--- src/two_level_timer_wheel_unit_macros.svh ---
// assertion macros for the two-level timer wheel
// used by the top level; no other dependencies
`ifndef TWO_LEVEL_TIMER_WHEEL_UNIT_MACROS_SVH
`define TWO_LEVEL_TIMER_WHEEL_UNIT_MACROS_SVH
`ifndef SYNTHESIS
`define TW_ASSERT(label, clk, rst_n, prop) \
    label: assert property (@(posedge clk) disable iff (!rst_n) prop) \
        else $error("assertion failed");
`define TW_ASSERT_NORST(label, clk, prop) \
    label: assert property (@(posedge clk) prop) else $error("assertion failed");
`else
`define TW_ASSERT(label, clk, rst_n, prop)
`define TW_ASSERT_NORST(label, clk, prop)
`endif
`endif

--- src/tlw_pkg.sv ---
// shared types and constants of the two-level timer wheel
// no dependencies
package tlw_pkg;
    localparam int INNER_SLOTS_DEF = 128;
    localparam int OUTER_SLOTS_DEF = 128;
    localparam int TIMERS_DEF = 32;

    localparam int ACT_W = 2;
    localparam int ID_W = 5;
    localparam int LOAD_W = 15;
    localparam int KIND_W = 2;

    localparam logic [ACT_W-1:0] ACT_START = 2'd0;
    localparam logic [ACT_W-1:0] ACT_STOP  = 2'd1;
    localparam logic [ACT_W-1:0] ACT_TICK  = 2'd2;
    localparam logic [ACT_W-1:0] ACT_NONE  = 2'd3;

    localparam logic [KIND_W-1:0] KIND_ACCEPTED = 2'd0;
    localparam logic [KIND_W-1:0] KIND_REJECTED = 2'd1;
    localparam logic [KIND_W-1:0] KIND_EXPIRED  = 2'd2;
    localparam logic [KIND_W-1:0] KIND_TICK     = 2'd3;

    typedef struct packed {
        logic [ID_W-1:0]   id;
        logic [KIND_W-1:0] kind;
        logic              last;
    } t_result;
endpackage

--- src/tlw_ram.sv ---
// generic single-port-write, single-read ram with registered read data
// no dependencies
module tlw_ram #(
    parameter int WIDTH = 8,
    parameter int DEPTH = 32
) (
    input  logic                     i_clk,
    input  logic                     i_we,
    input  logic [$clog2(DEPTH)-1:0] i_waddr,
    input  logic [WIDTH-1:0]         i_wdata,
    input  logic [$clog2(DEPTH)-1:0] i_raddr,
    output logic [WIDTH-1:0]         o_rdata
);
    logic [WIDTH-1:0] r_mem [DEPTH];
    logic [WIDTH-1:0] r_rdata;

    always_ff @(posedge i_clk) begin
        if (i_we) begin
            r_mem[i_waddr] <= i_wdata;
        end
        r_rdata <= r_mem[i_raddr];
    end

    assign o_rdata = r_rdata;
endmodule

--- src/tlw_place.sv ---
// placement arithmetic: inner or outer slot for a load from the cursors
// depends on tlw_pkg
module tlw_place #(
    parameter int INNER_SLOTS = tlw_pkg::INNER_SLOTS_DEF,
    parameter int OUTER_SLOTS = tlw_pkg::OUTER_SLOTS_DEF,
    localparam int IW = $clog2(INNER_SLOTS),
    localparam int OW = $clog2(OUTER_SLOTS),
    localparam int SW = (IW > OW) ? IW : OW
) (
    input  logic [tlw_pkg::LOAD_W-1:0] i_load,
    input  logic [IW-1:0]              i_icur,
    input  logic [OW-1:0]              i_ocur,
    output logic                       o_ok,
    output logic                       o_outer,
    output logic [SW-1:0]              o_slot,
    output logic [IW-1:0]              o_target
);
    localparam int SUMW = tlw_pkg::LOAD_W + 1;
    logic [SUMW-1:0] sum;
    logic [SUMW-1:0] q;
    logic [OW:0]     oslot;

    always_comb begin
        sum = SUMW'(i_load) + SUMW'(i_icur);
        q = sum >> IW;
        oslot = (OW+1)'(i_ocur) + (OW+1)'(q);
        o_target = sum[IW-1:0];
        o_outer = (SUMW'(i_load) >= SUMW'(INNER_SLOTS));
        o_ok = (i_load != '0) && (!o_outer || (q < SUMW'(OUTER_SLOTS)));
        if (o_outer) begin
            o_slot = SW'(oslot[OW-1:0]);
        end else begin
            o_slot = SW'(sum[IW-1:0]);
        end
    end
endmodule

--- src/two_level_timer_wheel_unit.sv ---
// two-level timer wheel; timer records in one ram, armed bits in flops
// start/stop: result registered from the command state once the output is free
// tick: tick-done result after the scan; new transactions are taken only in idle;
// each timer entry gets a read and an evaluate state, an expiry waits while stalled
// expiries come out in ascending id order; result register parts the sides
// reset clears armed bits, both cursors and control, synchronous, active low
`include "two_level_timer_wheel_unit_macros.svh"
module two_level_timer_wheel_unit #(
    parameter int INNER_SLOTS = tlw_pkg::INNER_SLOTS_DEF,
    parameter int OUTER_SLOTS = tlw_pkg::OUTER_SLOTS_DEF,
    parameter int TIMERS = tlw_pkg::TIMERS_DEF
) (
    input  logic                        i_clk,
    input  logic                        i_rst_n,
    input  logic                        i_valid,
    output logic                        o_stall,
    input  logic [tlw_pkg::ACT_W-1:0]   i_action,
    input  logic [tlw_pkg::ID_W-1:0]    i_timer_id,
    input  logic [tlw_pkg::LOAD_W-1:0]  i_load,
    output logic                        o_valid,
    input  logic                        i_stall,
    output logic [tlw_pkg::ID_W-1:0]    o_timer_id_res,
    output logic [tlw_pkg::KIND_W-1:0]  o_kind,
    output logic                        o_last
);
    localparam int IW = $clog2(INNER_SLOTS);
    localparam int OW = $clog2(OUTER_SLOTS);
    localparam int SW = (IW > OW) ? IW : OW;
    localparam int TW = (TIMERS > 1) ? $clog2(TIMERS) : 1;
    localparam int CW = $clog2(TIMERS + 1);
    // record: period, in_outer, slot, inner target
    localparam int RW = tlw_pkg::LOAD_W + 1 + SW + IW;

    typedef enum logic [4:0] {
        S_IDLE = 5'b00001,
        S_CMD  = 5'b00010,
        S_READ = 5'b00100,
        S_EVAL = 5'b01000,
        S_DONE = 5'b10000
    } t_state;

    t_state r_state, n_state;
    logic [TIMERS-1:0] r_armed, n_armed;
    logic [IW-1:0] r_icur, n_icur;
    logic [OW-1:0] r_ocur, n_ocur;
    logic [tlw_pkg::ACT_W-1:0] r_act;
    logic [tlw_pkg::ID_W-1:0] r_id;
    logic [tlw_pkg::LOAD_W-1:0] r_load;
    logic [CW-1:0] r_idx, n_idx;
    logic r_wrap, n_wrap;
    logic r_ovalid, n_ovalid;
    tlw_pkg::t_result r_res, n_res;

    logic ram_we;
    logic [TW-1:0] ram_waddr, ram_raddr;
    logic [RW-1:0] ram_wdata, ram_rdata;

    logic [tlw_pkg::LOAD_W-1:0] pl_load;
    logic pl_ok, pl_outer;
    logic [SW-1:0] pl_slot;
    logic [IW-1:0] pl_target;

    logic [tlw_pkg::LOAD_W-1:0] rd_period;
    logic rd_outer;
    logic [SW-1:0] rd_slot;
    logic [IW-1:0] rd_target;
    logic [TW-1:0] cur_t;
    logic in_range, out_free;
    logic expire;
    logic rd_inner_outer;
    logic [SW-1:0] eff_slot;

    assign {rd_period, rd_outer, rd_slot, rd_target} = ram_rdata;
    assign cur_t = r_idx[TW-1:0];
    assign in_range = (32'(r_id) < TIMERS);
    assign out_free = !r_ovalid || !i_stall;
    assign o_stall = (r_state != S_IDLE);

    tlw_ram #(.WIDTH(RW), .DEPTH(1 << TW)) u_ram (
        .i_clk  (i_clk),
        .i_we   (ram_we),
        .i_waddr(ram_waddr),
        .i_wdata(ram_wdata),
        .i_raddr(ram_raddr),
        .o_rdata(ram_rdata)
    );

    tlw_place #(.INNER_SLOTS(INNER_SLOTS), .OUTER_SLOTS(OUTER_SLOTS)) u_place (
        .i_load  (pl_load),
        .i_icur  (r_icur),
        .i_ocur  (r_ocur),
        .o_ok    (pl_ok),
        .o_outer (pl_outer),
        .o_slot  (pl_slot),
        .o_target(pl_target)
    );

    always_comb begin
        // cascade: a timer parked in the new outer slot drops into its inner target
        rd_inner_outer = rd_outer;
        eff_slot = rd_slot;
        if (r_wrap && rd_outer && rd_slot == SW'(r_ocur)) begin
            rd_inner_outer = 1'b0;
            eff_slot = SW'(rd_target);
        end
        expire = r_armed[cur_t] && !rd_inner_outer && eff_slot == SW'(r_icur);
    end

    always_comb begin
        n_state = r_state;
        n_armed = r_armed;
        n_icur = r_icur;
        n_ocur = r_ocur;
        n_idx = r_idx;
        n_wrap = r_wrap;
        n_ovalid = r_ovalid && i_stall;
        n_res = r_res;
        ram_we = 1'b0;
        ram_waddr = cur_t;
        ram_raddr = cur_t;
        ram_wdata = {rd_period, rd_inner_outer, eff_slot, rd_target};
        pl_load = r_load;
        case (r_state)
            S_IDLE: begin
                if (i_valid) begin
                    n_state = S_CMD;
                end
            end
            S_CMD: begin
                if (out_free) begin
                    if (r_act == tlw_pkg::ACT_START) begin
                        n_ovalid = 1'b1;
                        n_res = '{id: r_id, kind: (in_range && pl_ok) ?
                            tlw_pkg::KIND_ACCEPTED : tlw_pkg::KIND_REJECTED, last: 1'b1};
                        if (in_range && pl_ok) begin
                            ram_we = 1'b1;
                            ram_waddr = TW'(r_id);
                            ram_wdata = {r_load, pl_outer, pl_slot, pl_target};
                            n_armed[TW'(r_id)] = 1'b1;
                        end
                        n_state = S_IDLE;
                    end else if (r_act == tlw_pkg::ACT_STOP) begin
                        n_ovalid = 1'b1;
                        n_res = '{id: r_id, kind: tlw_pkg::KIND_ACCEPTED, last: 1'b1};
                        if (in_range) begin
                            n_armed[TW'(r_id)] = 1'b0;
                        end
                        n_state = S_IDLE;
                    end else if (r_act == tlw_pkg::ACT_TICK) begin
                        n_icur = r_icur + IW'(1);
                        n_wrap = (r_icur == IW'(INNER_SLOTS - 1));
                        if (r_icur == IW'(INNER_SLOTS - 1)) begin
                            n_ocur = (r_ocur == OW'(OUTER_SLOTS - 1)) ? '0 : r_ocur + OW'(1);
                        end
                        n_idx = '0;
                        n_state = S_READ;
                    end else begin
                        n_state = S_IDLE;
                    end
                end
            end
            S_READ: begin
                // address cur_t presented; data valid next cycle
                n_state = S_EVAL;
            end
            S_EVAL: begin
                pl_load = rd_period;
                if (!expire || out_free) begin
                    if (r_armed[cur_t]) begin
                        ram_we = 1'b1;
                    end
                    if (expire) begin
                        n_ovalid = 1'b1;
                        n_res = '{id: tlw_pkg::ID_W'(cur_t), kind: tlw_pkg::KIND_EXPIRED,
                            last: 1'b0};
                        if (pl_ok) begin
                            ram_wdata = {rd_period, pl_outer, pl_slot, pl_target};
                        end else begin
                            n_armed[cur_t] = 1'b0;
                        end
                    end
                    n_idx = r_idx + CW'(1);
                    if (r_idx == CW'(TIMERS - 1)) begin
                        n_state = S_DONE;
                    end else begin
                        n_state = S_READ;
                    end
                end else begin
                    n_state = S_EVAL;
                end
            end
            S_DONE: begin
                if (out_free) begin
                    n_ovalid = 1'b1;
                    n_res = '{id: '0, kind: tlw_pkg::KIND_TICK, last: 1'b1};
                    n_state = S_IDLE;
                end
            end
            default: n_state = S_IDLE;
        endcase
    end

    always_ff @(posedge i_clk) begin
        if (!i_rst_n) begin
            r_state <= S_IDLE;
            r_armed <= '0;
            r_icur <= '0;
            r_ocur <= '0;
            r_idx <= '0;
            r_wrap <= 1'b0;
            r_ovalid <= 1'b0;
        end else begin
            r_state <= n_state;
            r_armed <= n_armed;
            r_icur <= n_icur;
            r_ocur <= n_ocur;
            r_idx <= n_idx;
            r_wrap <= n_wrap;
            r_ovalid <= n_ovalid;
        end
    end

    always_ff @(posedge i_clk) begin
        r_res <= n_res;
        if (r_state == S_IDLE && i_valid) begin
            r_act <= i_action;
            r_id <= i_timer_id;
            r_load <= i_load;
        end
    end

    assign o_valid = r_ovalid;
    assign o_timer_id_res = r_res.id;
    assign o_kind = r_res.kind;
    assign o_last = r_res.last;

    `TW_ASSERT(a_onehot_state, i_clk, i_rst_n, $onehot(r_state))
    `TW_ASSERT(a_hold_result, i_clk, i_rst_n, (r_ovalid && i_stall) |=> (r_ovalid && $stable(r_res)))
    `TW_ASSERT(a_idle_accept, i_clk, i_rst_n, (r_state == S_IDLE && i_valid) |=> (r_state == S_CMD))
    `TW_ASSERT(a_scan_bound, i_clk, i_rst_n, (r_state == S_EVAL) |-> (r_idx < CW'(TIMERS)))
endmodule
--- config.mk ---
export PLATFORM = sky130hd
export DESIGN_NAME = two_level_timer_wheel_unit
export DESIGN_NICKNAME = d
export VERILOG_FILES = /design/src/tlw_pkg.sv /design/src/tlw_ram.sv /design/src/tlw_place.sv /design/src/two_level_timer_wheel_unit.sv
export VERILOG_INCLUDE_DIRS = /design/src /design/src/src
export SDC_FILE = /design/constraint.sdc
export NUM_CORES = 1
export LEC_CHECK = 0
export CORE_MARGIN = 2
export CORE_UTILIZATION = 55
export DETAILED_ROUTE_END_ITERATION = 16
export DONT_BUFFER_PORTS = 1
export GPL_ROUTABILITY_DRIVEN = 0
export PLACE_DENSITY_LB_ADDON = 0.2
export SYNTH_ARGS = -nofsm -noshare
export SYNTH_HDL_FRONTEND = slang
export SYNTH_SLANG_ARGS = --single-unit
--- constraint.sdc ---
create_clock -name i_clk -period 11.2 [get_ports i_clk]
set_clock_uncertainty 0.05 [all_clocks]
set_input_delay 0.56 -clock i_clk [delete_from_list [all_inputs] [get_ports i_clk]]
set_output_delay 0.56 -clock i_clk [all_outputs]
set_load 0.02 [all_outputs]
# ---- Word-level counts from Yosys, hierarchy flattened
# Memory sizes are Yosys's and may differ from the RTL's. A register that Yosys moved wholly into a read port is not among the register bits.
# Index checks and enable logic that the tools add are counted.
dict set report totals {
  mem_bits_ro 0
  latchBits 0
  memories 1
  ram_bits 960
  elab_cells 151
  regBits 89
  out_inout_bits 10
}
# memory depth word_bits read_ports rd_clocked_by_memory_dff write_ports line_no
set memory_table {}
lappend memory_table {u_ram.r_mem 32 30 1 1 1 tlw_ram.sv:14} ;# logic [WIDTH-1:0] r_mem [DEPTH];
dict set report op_classes {
  magnitude_cmp 6
  n_bitwise 7
  addsub 5
  muxes 68
  n_mul 0
  n_shift 0
  n_eq_ne 24
  div 0
  n_reduce_logical 27
}
# cell count
set op_table {}
lappend op_table {{32-bit two-way mux} 7}
lappend op_table {{30-bit two-way mux} 3}
lappend op_table {{32-bit AND} 2}
lappend op_table {{32-bit inverter} 2}
lappend op_table {{32-bit one-hot mux with 2 select lines} 1}
lappend op_table {{15-bit two-way mux} 4}
lappend op_table {{30-bit one-hot mux with 2 select lines} 1}
lappend op_table {{8-bit two-way mux} 6}
lappend op_table {{5-bit two-way mux} 9}
lappend op_table {{32-bit bitwise OR} 1}
lappend op_table {{6-bit two-way mux} 5}
lappend op_table {{5-bit one-hot mux with 5 select lines} 1}
lappend op_table {{8-bit one-hot mux with 3 select lines} 1}
lappend op_table {{7-bit two-way mux} 3}
lappend op_table {{1-bit two-way mux} 18}
lappend op_table {{2-bit != test, second input constant} 9}
lappend op_table {{6-bit AND reduction} 3}
lappend op_table {{15-bit by 7-bit adder with 16-bit output} 1}
lappend op_table {{15-bit by 8-bit greater-or-equal comparator with 1-bit output, second input constant} 1}
lappend op_table {{15-bit nonzero test} 1}
lappend op_table {{7-bit by 1-bit adder with 7-bit output, second input constant} 2}
lappend op_table {{7-bit == test} 2}
lappend op_table {{7-bit == test, second input constant} 2}
lappend op_table {{5-bit by 6-bit less-than comparator with 1-bit output, second input constant} 2}
lappend op_table {{30 further kinds} 50}

# ---- Longest topological paths before layout
dict set report depth {
  ltp_word 12
  ltp_mapped 28
  ltp_nobuf 25
}

# ---- Cells and area by module
# A second synthesis with hierarchy kept.
dict set report unflattened {
  hier_cells 2910
  hier_area_um2 44805.5
}
# module cells_per_inst seq_area_each_um2 instances area_per_inst_um2
set modules_own_cells {}
lappend modules_own_cells {tlw_ram 2122 29428.2 1 38059.0}
lappend modules_own_cells {two_level_timer_wheel_unit 696 2082.0 1 6010.8}
lappend modules_own_cells {tlw_place 92 0.0 1 735.7}

# ---- Least setup slack after synthesis
# No wires, ideal clock.
dict set report synth_timing {
  kind {reg2reg}
  startpoint {register r_state[0]}
  endpoint {memory u_ram.r_mem[10][0] (netlist name) (enable)}
  stages_incl_launch_ff 21
  required_time_ns 10.733
  path_slack_ns 4.838
  setup_ns 0.417
  arrival_ns 5.895
  cell_sequence {dfxtp_1 -> nor3_1 -> and2_1 -> inv_1 -> clkbuf_1 -> buf_1 -> buf_1 -> nand2_1 -> nand2_1 -> ha_1 -> inv_1 -> fa_1 -> nand2b_1 -> a211oi_1 -> o41ai_1 -> or4_1 -> clkbuf_1 -> a2111oi_2 -> buf_2 -> a32oi_1 -> nor2_1}
}
dict set report synth_via {
  elab_chain_cells 12
  word_cells_on_any_way 20
  cone_classes {add/sub: 1; order compare: 2; eq/ne: 2; mux: 11; reduce/logical: 4}
}
# item line_no
set synth_lines {}
lappend synth_lines {{start, declared} two_level_timer_wheel_unit.sv:42} ;# t_state r_state, n_state;
lappend synth_lines {{start signal, assigned} two_level_timer_wheel_unit.sv:213} ;# r_state <= n_state;
lappend synth_lines {{5-bit by 4-bit == test with 1-bit output} two_level_timer_wheel_unit.sv:123} ;# case (r_state)
lappend synth_lines {{15-bit two-way mux} two_level_timer_wheel_unit.sv:123}
lappend synth_lines {{15-bit by 7-bit adder with 16-bit output / 15-bit by 8-bit greater-or-equal comparator with 1-bit output (equally long branches)} {tlw_place.sv:24, tlw_place.sv:28}}
lappend synth_lines {{9-bit by 8-bit less-than comparator with 1-bit output / 1-bit zero test (equally long branches)} tlw_place.sv:29} ;# o_ok = (i_load != '0) && (!o_outer || (q < SUMW'(OUTER_SLOTS)));
lappend synth_lines {{1-bit logical OR} tlw_place.sv:29}
lappend synth_lines {{1-bit logical AND} tlw_place.sv:29}
lappend synth_lines {{1-bit two-way mux} two_level_timer_wheel_unit.sv:135} ;# if (in_range && pl_ok) begin
lappend synth_lines {{1-bit two-way mux} two_level_timer_wheel_unit.sv:131} ;# if (r_act == tlw_pkg::ACT_START) begin
lappend synth_lines {{1-bit two-way mux} two_level_timer_wheel_unit.sv:130} ;# if (out_free) begin
lappend synth_lines {{1-bit one-hot mux with 2 select lines} two_level_timer_wheel_unit.sv:123}
lappend synth_lines {{1-bit two-way mux} tlw_ram.sv:18} ;# if (i_we) begin
lappend synth_lines {{1-bit two-way mux (not written as such)} tlw_ram.sv:19} ;# r_mem[i_waddr] <= i_wdata;
lappend synth_lines {{end, declared} tlw_ram.sv:14}
# Parallel ways exist; a longest one is shown, timed or not.

# ---- Worst setup path after layout
dict set report layout_timing {
  startpoint {register r_state[4]}
  endpoint {memory u_ram.r_mem[7][15] (netlist name) (enable)}
}
# The elaborated chain is that of the path after synthesis.

==> impl_metrics.json <==
{
  "status": "finished clean",
  "seq_area_frac_synth": 0.721,
  "yosysTopAreaCell": "edfxtp_1",
  "rsz0062_at_grt": "no",
  "overflow": 0,
  "worst_slew_pin_slew_ps": 1320,
  "endpoint": "u_ram.r_mem[7][15]",
  "drtIter0Drc": 3080,
  "die_h_um": 286,
  "syn_area_per_cell_um2": 18.6,
  "critPathLaunchType": "flip-flop",
  "required_ps": 11430,
  "synth_edf_count": 990,
  "groute.usage.overall": 0.273,
  "clk-insertion-delay-late_ps": 680,
  "syn-cell-area_um2": 43700,
  "grt_max_degree": 80,
  "drc_errors": 0,
  "numCtsBuffers": 109,
  "maxCapViolations": 0,
  "io_pins": 36,
  "vias": 23500,
  "setup_viol": 0,
  "vdd_drop_max_uv": 147,
  "synthesis.nets": 2400,
  "worstPathMaxFanout": 30,
  "end_kind": "flip-flop",
  "worst_r2r_endpoint": "u_ram.r_mem[7][15]",
  "clk_pin_slew_ps": 60,
  "hp-class": "input pin to flip-flop",
  "dp_hpwl_um": 66200,
  "avgRoutedWirePerCell_um": 31.4,
  "synth_warnings": 0,
  "cts_buffer_depth": 3,
  "yosys.area.top_type_share": 0.680,
  "vias_per_cell": 6.66,
  "grt_pass1_wl_um": 161000,
  "startpoint": "r_state[4]",
  "relSlewSlack": 0.118,
  "synth_ff_type": "edfxtp_1",
  "postSynthCellCount": 2352,
  "clock-sinks": 1079,
  "report.final.slew_viol_count": 0,
  "cts_resized": 0,
  "grt_pass1_vias": 23100,
  "place_ws_ps": 4320,
  "cts_root_buffer": "clkbuf_16",
  "die_area_um2": 81800,
  "drtPass1Iterations": 5,
  "syn2layout_area_growth_pct": 12.0,
  "arrival_ps": 6660,
  "synth_area_leaders": "edfxtp_1 (68%), mux4_2 (13%), dfxtp_1 (4.1%), a22oi_1 (1.7%), mux2i_1 (1.3%)",
  "yosysMostFrequentCell": "edfxtp_1",
  "ys_async_sr_fraction": 0,
  "period_needed_ps": 6430,
  "die_x_um": 286,
  "setup_slack_ps": 4770,
  "crit_type": "flip-flop to flip-flop",
  "reg2reg_setup_slack_ps": 4770,
  "antenna_found_initial": 8,
  "core_area_um2": 78900,
  "netlist_top_cells_count": "edfxtp_1 (990), mux4_2 (246), a22oi_1 (100), nand2_1 (99), dfxtp_1 (89)",
  "drive_gt1_frac": 0.227,
  "io_buffer_count": 0,
  "r2r_start": "r_state[4]",
  "num_rows": 103,
  "ys_ff_latch": 1079,
  "synth_cell_types": 65,
  "p_total_mw": 8.08,
  "min_period_over_period": 0.574,
  "power_density_nw_per_um2": 165,
  "htreeDepth": 3,
  "hold_violations": 0,
  "fin_setup_tns_ps": 0,
  "cts_tree": "done",
  "fmax_mhz": 155,
  "drtAntennaViolNets": 0,
  "drt-total-wl_um": 111000,
  "leakage_nw": 15.2,
  "finalNetCount": 2434,
  "initial_core_util": 0.554,
  "r2r_cells": 17
}
-- cell usage in the layout (no fill, tap or decap), types with 6 or more instances in the layout --
master         instances
nor4_1                 6
nor2_4                34
and3_1                36
clkbuf_16            109
nor2_1                42
nor3_1                15
o21a_1                 7
clkinv_1              25
edfxtp_1             990
bufinv_16             10
nand2_1               99
o221a_1               28
mux2i_1               54
a22oi_1              100
nand4_1               14
mux4_2               246
xnor2_1               33
nor3_2                28
inv_1                 21
nand3_1               23
o21ai_0               75
mux2_2                22
clkbuf_1              22
nor2b_1                8
dfxtp_1               87
clkbuf_8              10
a221o_1               30
a21oi_1               48
xor2_1                14
nand2b_1              11
and2_1                17
buf_4                 39
ha_1                  20
dlygate4sd3_1         23
clkinv_2              18
-- metrics by stage --
step | area [µm²] | utilization | cells | hold WS, ps
6_report | 48900 | 0.621 | 3530 | 78.5
5_1_grt | 48900 | 0.621 | 3528 | 57.5
4_1_cts | 48900 | 0.620 | 3527 | 46.4
3_5_place_dp | 45100 | 0.572 | 3300 | 444
3_3_place_gp | 45100 | 0.572 | 3300 | 426
2_1_floorplan | 43700 | - | 2352 | 408
-- worst min-delay path by stage --
stage | endpoint | slack [ps] | cells after the start | startpoint
6_report | flip-flop | 80 | 2 | i_rst_n
5_1_grt | flip-flop | 60 | 2 | i_rst_n
4_1_cts | flip-flop | 50 | 2 | i_rst_n
3_5_place_dp | flip-flop | 440 | 1 | flip-flop
3_3_place_gp | r_idx[5] | 430 | 2 | r_idx[5]
2_1_floorplan | flip-flop | 410 | 1 | flip-flop
-- cells by family after synthesis --
group | count (synthesis) | synth area share
compound gates | 345 | 0.0574
xor+xnor | 47 | 0.00942
fa+ha+maj | 22 | 0.00664
buf+inv | 165 | 0.0151
flops | 1079 | 0.721
mux | 324 | 0.145
simple gates | 370 | 0.0454
-- power by group --
group | switching (mW) | total, mW | internal [mW]
Clock | 1.53 | 3.61 | 2.09
Sequential | 0.0163 | 4.37 | 4.35
Combinational | 0.0644 | 0.0983 | 0.0339
-- worst max-delay path, stage by stage, from the launching register on --
cell and delay, ps:
dfxtp_1 350, nor3_1 360, and2_1 180, buf_4 300, nand2_1 90, nand2_1 70, ha_1 180, inv_1 70
fa_1 430, nand2b_1 200, a211oi_1 360, o41ai_1 170, or4_1 540, a2111oi_4 650, buf_4 480, and3_1 250
a31oi_2 200, nor2_4 1060
-- metal layers --
metal  vias up  global-route usage  wire, µm
li1       9764                   -         -
met5         -                   0         8
met1     12300               0.408     46000
met2      1233               0.417     51700
met3       168              0.0526     10200
met4         2              0.0763      2810
-- area by class of cell --
type                       instances  area [µm²]
timing repair buffer              65         568
antenna                            2        5.00
sequential                      1079       31500
multi-input combinational       1108       11900
clock inverter                    62         618
inverter                          23        86.3
clock buffer                     141        2950
tap                             1050        1310
fill                            5535       29900
-- flip-flops by register name, indices dropped and copies added, names as in the netlist, named ones only --
name,flops
u_ram.o_rdata,30
o_kind,2
o_timer_id_res,5
r_ocur,7
r_act,2
r_idx,6
r_load,15
o_valid,1
u_ram.r_mem,960
r_id,5
r_wrap,1
o_last,1
r_state,5
r_icur,7
-- timing repair --
item / in CTS / in global routing
hold buffers: 24 / 0
endpoints found under the hold margin: 73 / 0
setup buffers: 0 / 0
No activity file was read; power rests on OpenSTA's default activity.
